<file path="src/rtl/mkpd_pkg.sv">
// Package for the matrix keypad scanner: shared widths, register defaults,
// register index codes and the state and result structs.
// No dependencies.
package mkpd_pkg;

   localparam int ROWS_DEFAULT = 4;
   localparam int COLS_DEFAULT = 4;

   localparam int TIME_W   = 32;
   localparam int MATRIX_W = 16;
   localparam int CODE_W   = 8;
   localparam int MAP_W    = 64;
   localparam int ROW_W    = 2;
   localparam int COL_W    = 2;
   localparam int IDX_W    = 4;
   localparam int CSR_IDX_W = 2;
   localparam int CSR_DATA_W = 64;

   localparam logic [TIME_W-1:0] DEBOUNCE_RESET = 32'd50;

   typedef enum logic [CSR_IDX_W-1:0] {
      CSR_DEBOUNCE_TIME = 2'd0,
      CSR_KEYMAP_LOW    = 2'd1,
      CSR_KEYMAP_HIGH   = 2'd2
   } csr_index_type;

   typedef struct packed {
      logic [ROW_W-1:0]  scan_row;
      logic              waiting_release;
      logic [CODE_W-1:0] last_key;
      logic [TIME_W-1:0] last_key_time;
   } scan_state_type;

   typedef struct packed {
      logic              key_event;
      logic [CODE_W-1:0] key_code;
   } scan_result_type;

endpackage

</file>
<file path="src/rtl/matrix_keypad_scan_debounce.sv">
// Top level of the matrix keypad scanner with debounce and release wait.
// Input register, decision logic (mkpd_scan_core), result register.
// Depends on mkpd_pkg and mkpd_scan_core.
//
//  Channel | Ports       | Direction | Contents
//  --------+-------------+-----------+------------------------------------------
//  req     | req_t*      | in        | one tick: timestamp and key snapshot
//  rsp     | rsp_t*      | out       | one result per tick: event flag and code
//  csr     | csr_*       | in        | register writes, no read-back
//
// One tick is accepted per cycle while the result register is empty or being taken;
// its result passes through the input register, then the result register, before it
// can transfer. Throughput is limited only by the downstream side: the input register
// advances whenever the result register is empty or being taken. Synchronous reset
// clears the pipeline and scan state, restores the default debounce time and clears
// the keymap. A stalled result holds while one more tick waits in the input register.
module matrix_keypad_scan_debounce #(
   parameter int ROWS = mkpd_pkg::ROWS_DEFAULT,
   parameter int COLS = mkpd_pkg::COLS_DEFAULT
) (
   input  logic                                clock,
   input  logic                                reset,
   input  logic                                req_tvalid,
   output logic                                req_tready,
   input  logic [47:0]                         req_tdata,  // [31:0] now_ms, [47:32] pressed_matrix
   output logic                                rsp_tvalid,
   input  logic                                rsp_tready,
   output logic [7:0]                          rsp_tdata,  // [7:0] key_code
   output logic                                rsp_tuser,  // [0] key_event
   input  logic                                csr_we,
   input  logic [mkpd_pkg::CSR_IDX_W-1:0]      csr_index,
   input  logic [mkpd_pkg::CSR_DATA_W-1:0]     csr_wdata
);

   logic                             in_valid_ff, in_valid_in;
   logic [mkpd_pkg::TIME_W-1:0]      in_now_ff;
   logic [mkpd_pkg::MATRIX_W-1:0]    in_matrix_ff;
   logic                             rsp_valid_ff, rsp_valid_in;
   mkpd_pkg::scan_result_type        rsp_ff;
   mkpd_pkg::scan_state_type         state_ff, state_in;
   mkpd_pkg::scan_state_type         state_calc;
   mkpd_pkg::scan_result_type        result_calc;
   logic [mkpd_pkg::TIME_W-1:0]      debounce_ff;
   logic [mkpd_pkg::MAP_W-1:0]       keymap_low_ff;
   logic [mkpd_pkg::MAP_W-1:0]       keymap_high_ff;
   logic                             advance;
   logic                             req_xfer;
   logic                             process;

   assign advance    = !rsp_valid_ff || rsp_tready;
   assign req_tready = !in_valid_ff || advance;
   assign req_xfer   = req_tvalid && req_tready;
   assign process    = in_valid_ff && advance;

   mkpd_scan_core #(
      .ROWS (ROWS),
      .COLS (COLS)
   ) u_core (
      .state_cur      (state_ff),
      .now_ms         (in_now_ff),
      .pressed_matrix (in_matrix_ff),
      .debounce_time  (debounce_ff),
      .keymap         ({keymap_high_ff, keymap_low_ff}),
      .state_nxt      (state_calc),
      .result         (result_calc)
   );

   assign in_valid_in  = req_xfer || (in_valid_ff && !advance);
   assign rsp_valid_in = process || (rsp_valid_ff && !rsp_tready);
   assign state_in     = process ? state_calc : state_ff;

   always_ff @(posedge clock) begin
      if (reset) begin
         in_valid_ff  <= 1'b0;
         rsp_valid_ff <= 1'b0;
         state_ff     <= '0;
      end else begin
         in_valid_ff  <= in_valid_in;
         rsp_valid_ff <= rsp_valid_in;
         state_ff     <= state_in;
      end
   end

   always_ff @(posedge clock) begin
      if (req_xfer) begin
         in_now_ff    <= req_tdata[31:0];
         in_matrix_ff <= req_tdata[47:32];
      end
      if (process) begin
         rsp_ff <= result_calc;
      end
   end

   always_ff @(posedge clock) begin
      if (reset) begin
         debounce_ff    <= mkpd_pkg::DEBOUNCE_RESET;
         keymap_low_ff  <= '0;
         keymap_high_ff <= '0;
      end else if (csr_we) begin
         case (csr_index)
            mkpd_pkg::CSR_DEBOUNCE_TIME: begin
               debounce_ff <= csr_wdata[mkpd_pkg::TIME_W-1:0];
            end
            mkpd_pkg::CSR_KEYMAP_LOW: begin
               keymap_low_ff <= csr_wdata;
            end
            mkpd_pkg::CSR_KEYMAP_HIGH: begin
               keymap_high_ff <= csr_wdata;
            end
            default: begin
            end
         endcase
      end
   end

   assign rsp_tvalid = rsp_valid_ff;
   assign rsp_tdata  = rsp_ff.key_code;
   assign rsp_tuser  = rsp_ff.key_event;

   // a reported key always leaves the scanner waiting for release
   a_event_sets_wait: assert property (@(posedge clock) disable iff (reset)
      (rsp_valid_ff && rsp_ff.key_event) |-> state_ff.waiting_release)
      else $error("key event without release wait");

   a_code_zero_idle: assert property (@(posedge clock) disable iff (reset)
      (rsp_valid_ff && !rsp_ff.key_event) |-> (rsp_ff.key_code == '0))
      else $error("non-zero key code without event");

   a_row_in_range: assert property (@(posedge clock) disable iff (reset)
      int'(state_ff.scan_row) < ROWS)
      else $error("scan row out of range");

   // the row holds on a report and while waiting for release
   a_row_hold: assert property (@(posedge clock) disable iff (reset)
      (process && (result_calc.key_event || state_ff.waiting_release)) |=>
      $stable(state_ff.scan_row))
      else $error("scan row moved on report or release wait");

endmodule

</file>
<file path="src/rtl/mkpd_scan_core.sv">
// Single-tick decision logic: release wait, row scan, key mapping and
// debounce check. Purely combinational.
// Depends on mkpd_pkg.
module mkpd_scan_core #(
   parameter int ROWS = mkpd_pkg::ROWS_DEFAULT,
   parameter int COLS = mkpd_pkg::COLS_DEFAULT
) (
   input  mkpd_pkg::scan_state_type          state_cur,
   input  logic [mkpd_pkg::TIME_W-1:0]       now_ms,
   input  logic [mkpd_pkg::MATRIX_W-1:0]     pressed_matrix,
   input  logic [mkpd_pkg::TIME_W-1:0]       debounce_time,
   input  logic [2*mkpd_pkg::MAP_W-1:0]      keymap,
   output mkpd_pkg::scan_state_type          state_nxt,
   output mkpd_pkg::scan_result_type         result
);

   localparam int KEYS = ROWS * COLS;
   localparam logic [mkpd_pkg::MATRIX_W-1:0] KEY_MASK =
      mkpd_pkg::MATRIX_W'((33'd1 << KEYS) - 33'd1);

   logic [mkpd_pkg::MATRIX_W-1:0] matrix_act;
   logic [COLS-1:0]               row_bits;
   logic                          row_ok;
   logic [mkpd_pkg::COL_W-1:0]    col_sel;
   logic [mkpd_pkg::IDX_W-1:0]    key_idx;
   logic [mkpd_pkg::CODE_W-1:0]   code;
   logic [mkpd_pkg::TIME_W-1:0]   elapsed;
   logic                          fire;
   logic [mkpd_pkg::ROW_W-1:0]    row_inc;

   assign matrix_act = pressed_matrix & KEY_MASK;
   assign row_ok     = int'(state_cur.scan_row) < ROWS;
   assign row_bits   = COLS'(matrix_act >> (int'(state_cur.scan_row) * COLS));

   // lowest pressed column wins
   always_comb begin
      col_sel = '0;
      for (int i = COLS - 1; i >= 0; i--) begin
         if (row_bits[i]) begin
            col_sel = mkpd_pkg::COL_W'(i);
         end
      end
   end

   assign key_idx = mkpd_pkg::IDX_W'(int'(state_cur.scan_row) * COLS + int'(col_sel));
   assign code    = keymap[key_idx*mkpd_pkg::CODE_W +: mkpd_pkg::CODE_W];
   assign elapsed = now_ms - state_cur.last_key_time;
   assign fire    = row_ok && (row_bits != '0) &&
                    ((elapsed >= debounce_time) || (code != state_cur.last_key));
   assign row_inc = state_cur.scan_row + mkpd_pkg::ROW_W'(1);

   always_comb begin
      state_nxt = state_cur;
      result    = '0;
      if (state_cur.waiting_release) begin
         if (matrix_act == '0) begin
            state_nxt.waiting_release = 1'b0;
         end
      end else if (fire) begin
         state_nxt.last_key        = code;
         state_nxt.last_key_time   = now_ms;
         state_nxt.waiting_release = 1'b1;
         result.key_event          = 1'b1;
         result.key_code           = code;
      end else begin
         state_nxt.scan_row = (int'(row_inc) >= ROWS) ? '0 : row_inc;
      end
   end

endmodule

</file>
<file path="config.mk">
export PLATFORM = sky130hd
export DESIGN_NAME = matrix_keypad_scan_debounce
export DESIGN_NICKNAME = d
export VERILOG_FILES = /design/src/rtl/mkpd_pkg.sv /design/src/rtl/matrix_keypad_scan_debounce.sv /design/src/rtl/mkpd_scan_core.sv
export SDC_FILE = /design/constraint.sdc
export NUM_CORES = 1
export LEC_CHECK = 0
export ABC_AREA = 1
export BUFFER_PORTS_ARGS = -buffer_cell sky130_fd_sc_hd__buf_2
export CORE_UTILIZATION = 30
export CTS_CLUSTER_DIAMETER = 120
export CTS_CLUSTER_SIZE = 24
export DETAILED_ROUTE_END_ITERATION = 16
export PLACE_DENSITY_LB_ADDON = 0.2
export SYNTH_ARGS = -nofsm -noshare
export SYNTH_HDL_FRONTEND = slang
export SYNTH_SLANG_ARGS = --single-unit
</file>
<file path="constraint.sdc">
create_clock -name clock -period 9.9 [get_ports clock]
set_clock_uncertainty 0.2 [all_clocks]
set_input_delay 2.475 -clock clock [delete_from_list [all_inputs] [get_ports clock]]
set_output_delay 2.475 -clock clock [all_outputs]
set_load 0.02 [all_outputs]
</file>
==> results of run 1 <==
==> sequential cells by signal, indices dropped and copies added, names as in the netlist <==
name	count
rsp_tdata	8
keymap_low_ff	64
rsp_tuser	1
in_now_ff	32
rsp_tvalid	1
keymap_high_ff	64
debounce_ff	32
state_ff	43
in_valid_ff	1
in_matrix_ff	16
==> worst min-delay path, stage by stage, from the launching register on <==
cell and delay, ps:
dfxtp_1 320, inv_1 40, a21oi_1 50
==> worst max path at each step <==
stage                           startpoint                        end  slack, ps  depth (start not counted)
global placement    in_now_ff[0]$_DFFE_PP_   state_ff[0]$_SDFFE_PP0P_       4130                         32
finish              in_now_ff[0]$_DFFE_PP_   state_ff[8]$_SDFFE_PP0P_       4000                         33
detailed placement  in_now_ff[0]$_DFFE_PP_   state_ff[0]$_SDFFE_PP0P_       3960                         32
floorplan                       rsp_tready                 req_tready       4500                          2
CTS                 in_now_ff[0]$_DFFE_PP_   state_ff[0]$_SDFFE_PP0P_       3920                         32
global route        in_now_ff[0]$_DFFE_PP_  state_ff[10]$_SDFFE_PP0P_       3270                         32
==> stage by stage <==
stage	area, um2	utilization	setup slack, ps	hold WS, ps
detailed placement	14250	0.3286	3964	237.3
CTS	14660	0.3380	3917	252.8
global route	14660	0.3382	3273	271.7
floorplan	13280	-	4497	223.8
finish	14660	0.3382	4001	250.5
global placement	14250	0.3286	4131	233.2
==> area by class of cell <==
cell class | instances | share of cell area
multi-input cells | 1138 | 0.4066
flip-flops and latches | 262 | 0.3966
inverters | 277 | 0.07108
well taps | 585 | 0.04992
repair buffers | 136 | 0.04762
clock buffers | 21 | 0.02782
diodes | 2 | 0.0003413
==> layout by cell type (no fill, tap or decap), types with 15 or more instances in the layout <==
cell / count
a21oi_1: 223
buf_2: 129
clkbuf_16: 15
dfxtp_1: 205
edfxtp_1: 57
ha_1: 63
inv_1: 258
inv_2: 17
nand2_1: 322
nand3_1: 120
nand4_1: 15
nor2_1: 114
o21ai_0: 174
xor2_1: 21
==> cell families after synthesis <==
family,after synthesis
AO/OA/AOI/OAI,443
buffers and inverters,369
XOR/XNOR,31
AND/OR/NAND/NOR,600
flip-flops,262
adder cells (fa/ha/maj),64
==> cells in the mapped netlist (2+ instances only) <==
master	number	area (um2)
ha_1	63	788.3
nand3_1	123	615.6
edfxtp_1	57	1712
nor2_1	114	427.9
buf_1	4	15.01
inv_1	260	975.9
dfxtp_1	205	4104
o211ai_1	14	105.1
xnor2_1	10	87.58
nor2_2	4	25.02
buf_6	12	135.1
nand2_2	4	25.02
a21oi_1	223	1116
buf_4	13	97.59
buf_2	10	50.05
a31oi_1	6	37.54
o21ai_0	174	870.8
inv_2	16	60.06
o21ai_1	9	45.04
a2111oi_0	2	17.52
nand4_1	15	93.84
clkbuf_1	53	198.9
nor4_1	5	31.28
nand3_2	2	20.02
nor3_1	5	25.02
a21boi_0	4	30.03
xor2_1	21	183.9
nand2_1	322	1209
o21a_1	4	30.03
o21bai_1	2	15.01
==> power by group through the flow <==
stage | registers [mW] | logic, mW | clock network [mW]
3_5_place_dp | 1.20 | 0.566 | 0
6_report | 1.18 | 0.560 | 0.645
5_1_grt | 1.19 | 0.646 | 0.710
4_1_cts | 1.18 | 0.569 | 0.675
2_1_floorplan | 1.20 | 0.416 | 0
3_3_place_gp | 1.20 | 0.558 | 0
==> layer usage <==
| layer | track usage | vias to the layer above |
|---|---|---|
| met5 | 0 | - |
| met4 | 0.02927 | 0 |
| met3 | 0.01610 | 28 |
| met2 | 0.2662 | 138 |
| met1 | 0.2008 | 4958 |
| li1 | - | 5870 |
==> flow_metrics.env, run 1 <==
export IMPL_combPwrFrac=0.235
export IMPL_tightest_slew_ps=1003
export IMPL_htreeDepth=1
export IMPL_synth_xor_area_share=0.02044
export IMPL_regArea_um2=5816
export IMPL_outcome="finished, final reports clean"
export IMPL_grt_start_max_net_pins=108
export IMPL_power_leakage_nw=6.389
export IMPL_io_pins=130
export IMPL_cpMaxStageDelayCell="nand3_4"
export IMPL_drc=0
export IMPL_placementRows=76
export IMPL_cap_violations=0
export IMPL_setup_viol=0
export IMPL_grt_total_usage=0.1517
export IMPL_hp_start="keymap_low_ff[58]$_SDFFE_PP0P_"
export IMPL_cp_max_fo=73
export IMPL_critPathArrivalTime_ps=6130
export IMPL_ir_drop_v=0.0001158
export IMPL_port_buffers=129
export IMPL_synth_top_family_by_area="simple AND/OR/NAND/NOR gates"
export IMPL_antenna_left=0
export IMPL_ff2ff_path_depth=33
export IMPL_synth_compound_gate_area_share=0.1737
export IMPL_synthMuxAreaShare=0
export IMPL_yosysWarnings=0
export IMPL_power_mw=2.384
export IMPL_instances_no_fill=2421
export IMPL_finalSetupTns_ps=0
export IMPL_vias_per_cell=4.541
export IMPL_synth_async_reset_ratio=0
export IMPL_met1_length_mm=16.36
export IMPL_power_internal_mw=1.646
export IMPL_ys_flop_type="dfxtp_1"
export IMPL_synth_seq_cells=262
export IMPL_synth_edff_count=57
export IMPL_die_x_um=212.4
export IMPL_post_cts_buffers=0
export IMPL_rr_endpoint="state_ff[8]$_SDFFE_PP0P_"
export IMPL_rsz0062_at_grt="no"
export IMPL_core_area_um2=43360
export IMPL_period_share=0.5958
export IMPL_hp_class="reg -> reg"
export IMPL_fill_cells=4760
export IMPL_die_h_um=212.4
export IMPL_ys_seq_area_frac=0.4378
export IMPL_startpoint_type="flop"
export IMPL_hold_path_depth=2
export IMPL_cp_required_ps=10130
export IMPL_fmax_ghz=0.1695
export IMPL_p_clk_frac=0.271
export IMPL_path_buf_inv=4
export IMPL_switching_power_mw=0.7376
export IMPL_synthesis_area_um2=13280
export IMPL_route_met2_wl_mm=16.62
export IMPL_avgSynthCellArea_um2=7.509
export IMPL_slowest_delay_ps=570
export IMPL_path_delay_family="simple AND/OR/NAND/NOR gates"
export IMPL_grt_overflow_total=0
export IMPL_top_layer="met4"
export IMPL_syn_nets=1952
export IMPL_dp_cells=2398
export IMPL_totalWireLength_mm=34.50
export IMPL_gp_congestion=0.8285
export IMPL_wl_per_cell_um=14.25
export IMPL_critical_path_class="reg -> reg"
export IMPL_die_area_um2=45130
export IMPL_first_global_vias=10340
export IMPL_grt_first_pass_wirelength_mm=54.49
export IMPL_finalHoldViolations=0
export IMPL_synthSimpleGateAreaFrac=0.1916
export IMPL_cts_tree="yes"
export IMPL_yosysUniqueCellTypes=43
export IMPL_clk_latency_ps=500
export IMPL_cts_resized=0
export IMPL_hold_buffers=0
export IMPL_clockRootBuffer="clkbuf_16"
export IMPL_met3_length_mm=1.010
export IMPL_clkTransAtPathRegs_ps=100
export IMPL_syn_inst=1769
export IMPL_drt_iter0_drc=565
export IMPL_syn_to_final_growth_pct=10.38
export IMPL_min_period_ps=5899
export IMPL_r2r_start="in_now_ff[0]$_DFFE_PP_"
export IMPL_power_frac_seq=0.494
export IMPL_slew_violations=0
export IMPL_fin_nets=2012
export IMPL_holdPathEnd="keymap_low_ff[58]$_SDFFE_PP0P_"
export IMPL_clockBufferDepth=3
export IMPL_cts_buffers=14
export IMPL_p_sw_frac=0.3094
export IMPL_clkSinkCount=262
export IMPL_start_util=0.3064
export IMPL_critical_path_most_common_cell="nand2_1"
export IMPL_powerDensity_nw_per_um2=162.6
export IMPL_antenna_found_initial=2
export IMPL_vias=10990
export IMPL_hpwl_mm=24.95
export IMPL_critPathCaptureType="flop"
export IMPL_drive_gt1_frac=0.1025
export IMPL_multi_input_area_um2=5962
export IMPL_drt_first_pass_iters=5
export IMPL_relSlewSlack=0.3315
export IMPL_synthAdderAreaFrac=0.06085
export IMPL_regToRegSetupSlack_ps=4000
No activity file was read; power rests on OpenSTA's default activity.
==> run 2, diff against run 1 <==
==> constraint.sdc (replaced) <==
create_clock -name clock -period 6.1 [get_ports clock]
set_clock_uncertainty 0.2 [all_clocks]
set_input_delay 1.525 -clock clock [delete_from_list [all_inputs] [get_ports clock]]
set_output_delay 1.525 -clock clock [all_outputs]
set_load 0.02 [all_outputs]
==> run 2 against run 1 <==
Clock power rose by 63%. Power increased by 63%. Maximum frequency increased by 4.7%. Hold slack worse by 1.0 ps. Die area is the same. Via count rose by 1.3%. Clock-buffer cell count up 1. Core utilization is 0.17 points higher. Non-clock buffer count increased by 6. Routed wire length grew 2.5%. Largest power group unchanged. Highest routed layer unchanged.
==> flow_metrics.env, run 2 (synthesis gave the netlist of run 1 again) <==
export IMPL_power_internal_mw=2.681
export IMPL_critical_path_class="reg -> reg"
export IMPL_final_area_um2=14740
export IMPL_vias_per_cell=4.589
export IMPL_totalWireLength_mm=35.35
export IMPL_final_core_util=0.3399
export IMPL_p_sw_frac=0.3110
export IMPL_critPathCaptureType="flop"
export IMPL_mostFrequentLayoutCell="nand2_1"
export IMPL_clkSinkCount=262
export IMPL_core_area_um2=43360
export IMPL_grt_overflow_total=0
export IMPL_critPathArrivalTime_ps=5880
export IMPL_drt_first_pass_iters=8
export IMPL_drc=0
export IMPL_holdPathEnd="keymap_low_ff[46]$_SDFFE_PP0P_"
export IMPL_relSlewSlack=0.3213
export IMPL_outcome="finished, final reports clean"
export IMPL_die_area_um2=45130
export IMPL_clockRootBuffer="clkbuf_16"
export IMPL_clk_latency_ps=500
export IMPL_hp_start="keymap_low_ff[46]$_SDFFE_PP0P_"
export IMPL_min_period_ps=5635
export IMPL_cp_required_ps=6340
export IMPL_powerDensity_nw_per_um2=264.0
export IMPL_hold_buffers=0
export IMPL_gp_congestion=0.8334
export IMPL_cts_tree="yes"
export IMPL_switching_power_mw=1.210
export IMPL_grt_start_max_net_pins=118
export IMPL_placementRows=76
export IMPL_placed_area_um2=14320
export IMPL_power_leakage_nw=6.430
export IMPL_setup_viol=0
export IMPL_die_h_um=212.4
export IMPL_ir_drop_v=0.0001986
export IMPL_fmax_ghz=0.1775
export IMPL_start_util=0.3064
export IMPL_rr_endpoint="state_ff[13]$_SDFFE_PP0P_"
export IMPL_hpwl_mm=25.52
export IMPL_regToRegSetupSlack_ps=470
export IMPL_htreeDepth=1
export IMPL_finalSetupTns_ps=0
export IMPL_drive_gt1_frac=0.1059
export IMPL_critical_path_most_common_cell="nand2_1"
export IMPL_die_x_um=212.4
export IMPL_io_pins=130
export IMPL_rsz0062_at_grt="no"
export IMPL_power_frac_seq=0.491
export IMPL_grt_total_usage=0.1571
export IMPL_antenna_found_initial=1
export IMPL_startpoint_type="flop"
export IMPL_hold_path_depth=2
export IMPL_drt_iter0_drc=634
export IMPL_fin_hold_ws_ps=249.4
export IMPL_largest_registers="keymap_high_ff: 64 flops, keymap_low_ff: 64 flops, state_ff: 43 flops"
export IMPL_r2r_start="in_now_ff[0]$_DFFE_PP_"
export IMPL_clockBufferDepth=3
export IMPL_period_share=0.9237
export IMPL_syn_to_final_growth_pct=10.94
export IMPL_cts_buffers=14
export IMPL_finalHoldViolations=0
export IMPL_cap_violations=0
export IMPL_clkTransAtPathRegs_ps=100
export IMPL_final_cell_mix="nand2_1, inv_1, a21oi_1, dfxtp_1, o21ai_0"
export IMPL_first_global_vias=10720
export IMPL_fin_nets=2018
export IMPL_post_cts_buffers=0
export IMPL_cpMaxStageDelayCell="edfxtp_1"
export IMPL_grt_first_pass_wirelength_mm=56.37
export IMPL_power_mw=3.891
export IMPL_hp_class="reg -> reg"
export IMPL_wl_per_cell_um=14.57
export IMPL_slowest_delay_ps=400
export IMPL_port_buffers=129
export IMPL_combPwrFrac=0.238
export IMPL_antenna_left=0
export IMPL_p_clk_frac=0.270
export IMPL_slew_violations=0
export IMPL_vias=11140
export IMPL_cp_max_fo=37
export IMPL_tightest_slew_ps=1018
export IMPL_ff2ff_path_depth=34
## run 2: cell count changes in the layout (fill, tap and decap cells not counted), sizes merged
cell,previous run,this run
buf,136,142
clkbuf,21,22
diode,2,1
## run 2: how the worst max path moves through the flow
stage | start | to | slack [ps] | depth (start not counted)
6_report | in_now_ff[0]$_DFFE_PP_ | state_ff[13]$_SDFFE_PP0P_ | 470 | 34
5_1_grt | in_now_ff[0]$_DFFE_PP_ | state_ff[1]$_SDFFE_PP0P_ | 10 | 34
4_1_cts | in_now_ff[0]$_DFFE_PP_ | state_ff[13]$_SDFFE_PP0P_ | 340 | 34
3_5_place_dp | in_now_ff[0]$_DFFE_PP_ | state_ff[18]$_SDFFE_PP0P_ | 400 | 34
3_3_place_gp | in_now_ff[2]$_DFFE_PP_ | state_ff[0]$_SDFFE_PP0P_ | 580 | 29
2_1_floorplan | in_now_ff[2]$_DFFE_PP_ | rsp_tdata[0]$_SDFFCE_PP0P_ | 1500 | 26
## run 2: per-stage QoR
step | cells | setup WS [ps]
after floorplan | 1769 | 1500
after global placement | 2404 | 582.0
after detailed placement | 2404 | 396.8
after CTS | 2426 | 343.7
after global routing | 2427 | 14.10
final | 2427 | 465.2
## run 2: area by class of cell
class,instances,area (um2)
fill,4726,28620
multi-input combinational,1138,5966
sequential,262,5816
inverter,277,1042
timing repair buffer,142,768.2
tap,585,732.0
clock buffer,22,411.6
antenna,1,2.502
## run 2: worst max-delay path, delay by kind of cell, from the launching register on
family	cells	cell delay, ps
flops	1	400
fa+ha+maj	3	830
buf+inv	5	550
xor+xnor	1	160
simple gates	18	2140
compound gates	7	1280
## run 2: metal layers
layer  vias to the layer above  track usage  part of all wire
li1                       5864            -                 -
met1                      5069       0.2068              0.47
met2                       166       0.2685              0.47
met3                        38      0.01876             0.032
met4                         0      0.04515             0.025
met5                         -            0                 0
## run 2: timing repair
item,4_1_cts,5_1_grt
gates resized for setup,0,3
endpoints found under the hold margin,0,0
setup endpoints to repair,0,37
## run 2: power by group through the flow
stage,Sequential (mW),Combinational (mW),Clock [mW]
detailed placement,1.95,0.932,0
global placement,1.95,0.917,0
finish,1.91,0.927,1.05
global route,1.92,1.07,1.15
CTS,1.91,0.936,1.10
floorplan,1.95,0.674,0
